$ cat config.mk
export PLATFORM = sky130hd
export DESIGN_NAME = pica_regs
export DESIGN_NICKNAME = d
export VERILOG_FILES = /design/src/rtl/pica_pkg.sv /design/src/rtl/pica_regs.sv
export SDC_FILE = /design/constraint.sdc
export NUM_CORES = 1
export LEC_CHECK = 0
export BUFFER_PORTS_ARGS = -buffer_cell sky130_fd_sc_hd__buf_2
export CORE_MARGIN = 2
export CORE_UTILIZATION = 45
export DETAILED_ROUTE_END_ITERATION = 10
export GPL_ROUTABILITY_DRIVEN = 0
export PLACE_DENSITY = 0.7
export SYNTH_ARGS = -nofsm -noshare
export SYNTH_HDL_FRONTEND = slang
export SYNTH_SLANG_ARGS = --single-unit
$ cat constraint.sdc
create_clock -name i_clk -period 2.6 [get_ports i_clk]
set_input_delay 0.26 -clock i_clk [delete_from_list [all_inputs] [get_ports i_clk]]
set_output_delay 0.26 -clock i_clk [all_outputs]
set_load 0.05 [all_outputs]
$ cat src/rtl/pica_pkg.sv
`default_nettype none

package pica_pkg;

    localparam int DATA_W    = 32;
    localparam int GAIN_W    = 24;
    localparam int SUM_W     = DATA_W + 1;
    localparam int OPA_W     = DATA_W + 3;
    localparam int PROD_W    = OPA_W + GAIN_W + 1;
    localparam int FRAC_BITS = 16;
    localparam int ADDR_W    = 5;
    localparam int IDX_W     = 3;

    // item commands
    localparam logic CMD_UPDATE = 1'b0;
    localparam logic CMD_CLEAR  = 1'b1;

    // register indexes (byte address = 4 * index)
    localparam logic [IDX_W-1:0] REG_PROP_GAIN     = 3'd0;
    localparam logic [IDX_W-1:0] REG_INTEG_GAIN_DT = 3'd1;
    localparam logic [IDX_W-1:0] REG_BACKCALC_GAIN = 3'd2;
    localparam logic [IDX_W-1:0] REG_INTEG_LOWER   = 3'd3;
    localparam logic [IDX_W-1:0] REG_INTEG_UPPER   = 3'd4;
    localparam logic [IDX_W-1:0] REG_OUT_LOWER     = 3'd5;
    localparam logic [IDX_W-1:0] REG_OUT_UPPER     = 3'd6;

    typedef logic signed [DATA_W-1:0] t_word;
    typedef logic [GAIN_W-1:0]        t_gain;

    typedef struct packed {
        t_gain prop_gain;
        t_gain integ_gain_dt;
        t_gain backcalc_gain;
        t_word integ_lower;
        t_word integ_upper;
        t_word out_lower;
        t_word out_upper;
    } t_cfg;

endpackage

`default_nettype wire

$ cat src/rtl/pica_regs.sv
`default_nettype none

module pica_regs (
    input  wire logic                          i_clk,
    input  wire logic                          i_rst_n,
    input  wire logic                          psel,
    input  wire logic                          penable,
    input  wire logic                          pwrite,
    input  wire logic [pica_pkg::ADDR_W-1:0]   paddr,
    input  wire logic [pica_pkg::DATA_W-1:0]   pwdata,
    output logic      [pica_pkg::DATA_W-1:0]   prdata,
    output logic                               pready,
    output pica_pkg::t_cfg                     o_cfg
);

    pica_pkg::t_cfg                 r_cfg;
    logic [pica_pkg::IDX_W-1:0]     w_idx;
    logic                           w_wr;

    assign w_idx  = paddr[pica_pkg::ADDR_W-1:2];
    assign w_wr   = psel && penable && pwrite;
    assign pready = 1'b1;
    assign o_cfg  = r_cfg;

    always_ff @(posedge i_clk) begin
        if (!i_rst_n) begin
            r_cfg <= '0;
        end else if (w_wr) begin
            case (w_idx)
                pica_pkg::REG_PROP_GAIN:     r_cfg.prop_gain     <= pwdata[pica_pkg::GAIN_W-1:0];
                pica_pkg::REG_INTEG_GAIN_DT: r_cfg.integ_gain_dt <= pwdata[pica_pkg::GAIN_W-1:0];
                pica_pkg::REG_BACKCALC_GAIN: r_cfg.backcalc_gain <= pwdata[pica_pkg::GAIN_W-1:0];
                pica_pkg::REG_INTEG_LOWER:   r_cfg.integ_lower   <= pwdata;
                pica_pkg::REG_INTEG_UPPER:   r_cfg.integ_upper   <= pwdata;
                pica_pkg::REG_OUT_LOWER:     r_cfg.out_lower     <= pwdata;
                pica_pkg::REG_OUT_UPPER:     r_cfg.out_upper     <= pwdata;
                default: ;
            endcase
        end
    end

    always_comb begin
        case (w_idx)
            pica_pkg::REG_PROP_GAIN:     prdata = {8'd0, r_cfg.prop_gain};
            pica_pkg::REG_INTEG_GAIN_DT: prdata = {8'd0, r_cfg.integ_gain_dt};
            pica_pkg::REG_BACKCALC_GAIN: prdata = {8'd0, r_cfg.backcalc_gain};
            pica_pkg::REG_INTEG_LOWER:   prdata = r_cfg.integ_lower;
            pica_pkg::REG_INTEG_UPPER:   prdata = r_cfg.integ_upper;
            pica_pkg::REG_OUT_LOWER:     prdata = r_cfg.out_lower;
            pica_pkg::REG_OUT_UPPER:     prdata = r_cfg.out_upper;
            default:                     prdata = '0;
        endcase
    end

endmodule

`default_nettype wire

==> out/metrics.yaml <==
status: "finished, final reports clean"
cts_tree: "done"
worst_clock_skew_ps: 0
yosysMostFrequentCell: "mux2i_1"
endpoint_kind: "primary output"
synth_area_leaders: "dfxtp_1 45%, mux2i_1 29%, nand2_1 10%"
cts_buffers: 17
seq_area_frac_synth: 0.453
setup-tns-final_ps: 0
die_x_um: 144
max_clock_freq_mhz: 437
nets: 1179
clk_latency_ps: 430
pre_cts_ws_ps: 340
crit_fanout: 17
min_period_ps: 2290
rows: 51
cpMaxStageDelayCell: "nor2_2"
dpl_cell_area_um2: 10500
drtPass1Iterations: 5
hold_viol: 0
synth_top_flop_cell: "dfxtp_1"
max_slew_margin: 0.238
drt_wl_total_um: 27200
start_kind: "primary input"
postSynthCellCount: 882
ctsResizeCount: 0
die_h_um: 144
drive_gt1_frac: 0.327
slew_viol_final: 0
antenna_found_initial: 0
die_area_um2: 20800
ys_types: 31
vdd_drop_max_v: 0.000446
vias: 7592
p_leak_nw: 4.92
pin_count: 275
cts_root_buf: "clkbuf_16"
dp_hpwl_um: 18300
synth_top_cell_by_area: "dfxtp_1"
layout_setup_ws_ps: 313
overflow: 0
antenna_cells: 0
path_clk_slew_ps: 80
coreArea_um2: 19300
yosysWarnings: 0
numPortBuffers: 271
route.detailed.drc: 0
rsz0062_at_grt: "no"
start_util: 0.457
critPathRequiredTime_ps: 2340
grt_pass1_wl_um: 40600
postSynthAreaPerCell_um2: 10.0
grt_pass1_vias: 7182
max_stage_delay_ps: 920
netlist_top_cells_count: "253 x mux2i_1, 242 x nand2_1, 200 x dfxtp_1"
cts_setup_buffers: 0
critical_path.most_common_cell: "buf_2"
grt_start_max_net_pins: 60
clockBufferDepth: 2
final_util: 0.574
timing.final.crit_share: 0.879
largest_reg_flops: 200
syn_area_um2: 8830
cts_max_level: 4
path_class: "in -> out"
detail-route-antenna-nets: 0
yosysTopAreaCellShare: 0.453
fin_area_um2: 11100
cp_cell_sequence: "buf_2 -> nor2_2 -> a221oi_1 -> buf_2"
synth_edf_count: 0
cap_violations: 0
vias_per_cell: 5.37
hold_path.class: "in -> reg"
hold_ws_ps: 160
grtUsageTotal: 0.256
area_delta_synth_final_pct: 25.6
synthesis.nets: 924
clkSinkCount: 200
synth-seq-cells: 200
postCtsHoldBufs: 0
wl_per_cell_um: 19.2
cellPowerDensity_nw_per_um2: 565
worst_pin_slew_ps: 1140
drt_iter0_markers: 438
setup_viol: 0
arrival_ps: 2030
async_flop_share: 0
## path summary, 6_finish.rpt
path / start / endpoint / slack (ps) / cells after the start
worst max register to register: o_cfg[174] / o_cfg[174] / 1890 / 2
worst min register to register: o_cfg[161] / o_cfg[161] / 470 / 2
worst min-delay path: pwdata[28] / o_cfg[124] / 160 / 3
worst max-delay path: paddr[2] / prdata[2] / 310 / 4
## kinds of logic after synthesis
family / after synthesis / share of synthesized area
buffers and inverters: 78 / 0.0500
other: 1 / 0.000424
multiplexers: 273 / 0.312
flip-flops: 200 / 0.453
AND/OR/NAND/NOR: 267 / 0.123
AO/OA/AOI/OAI: 63 / 0.0615
## metal layers
layer / GRT usage / vias up / wire, um
met5: 0 / - / 0
met4: 0.0764 / 0 / 478
met3: 0.0689 / 37 / 2050
met2: 0.419 / 293 / 12800
met1: 0.330 / 3674 / 11900
li1: - / 3588 / -
## cell type report
class                           instances  area, um^2
Clock inverter                         13         111
Sequential cell                       200        4000
Multi-Input combinational cell        604        4420
Tap cell                              265         332
Fill cell                            1732        8240
Clock buffer                           19         453
Inverter                                6        22.5
Timing Repair Buffer                  308        1760
## stage by stage
step | cells | total power [mW]
after floorplan | 882 | 3.58
after global placement | 1383 | 3.77
after detailed placement | 1383 | 3.77
after CTS | 1415 | 6.29
after global routing | 1415 | 6.47
final | 1415 | 6.26
## power by group
group          internal (mW)  total [mW]  switching [mW]
Clock                   1.31        2.56            1.25
Sequential              3.08        3.10          0.0187
Combinational          0.167       0.601           0.433
Total                   4.56        6.26            1.70
## layout by cell type, fill, tap and decap left out, types with 2 or more instances in the layout
cell type,Yosys,final
buf_2,7,269
mux2i_1,253,253
nand2_1,242,241
dfxtp_1,200,200
buf_4,20,29
a221oi_1,28,28
mux2_2,20,20
clkbuf_16,0,17
a32oi_1,15,15
o211ai_1,15,15
buf_12,0,9
nand3_1,8,8
inv_1,6,6
o221a_2,4,4
nor2_4,1,4
inv_6,0,3
clkinv_4,0,3
inv_8,0,3
nand2b_1,2,2
nor2_2,3,2
clkinv_2,0,2
clkbuf_8,0,2
clkinvlp_4,0,2
## worst max-delay path, delay by kind of cell
family	cells	cell delay (ps)
buffers and inverters	2	550
AO/OA/AOI/OAI	1	290
AND/OR/NAND/NOR	1	920
(Power assumes the default switching activity.)
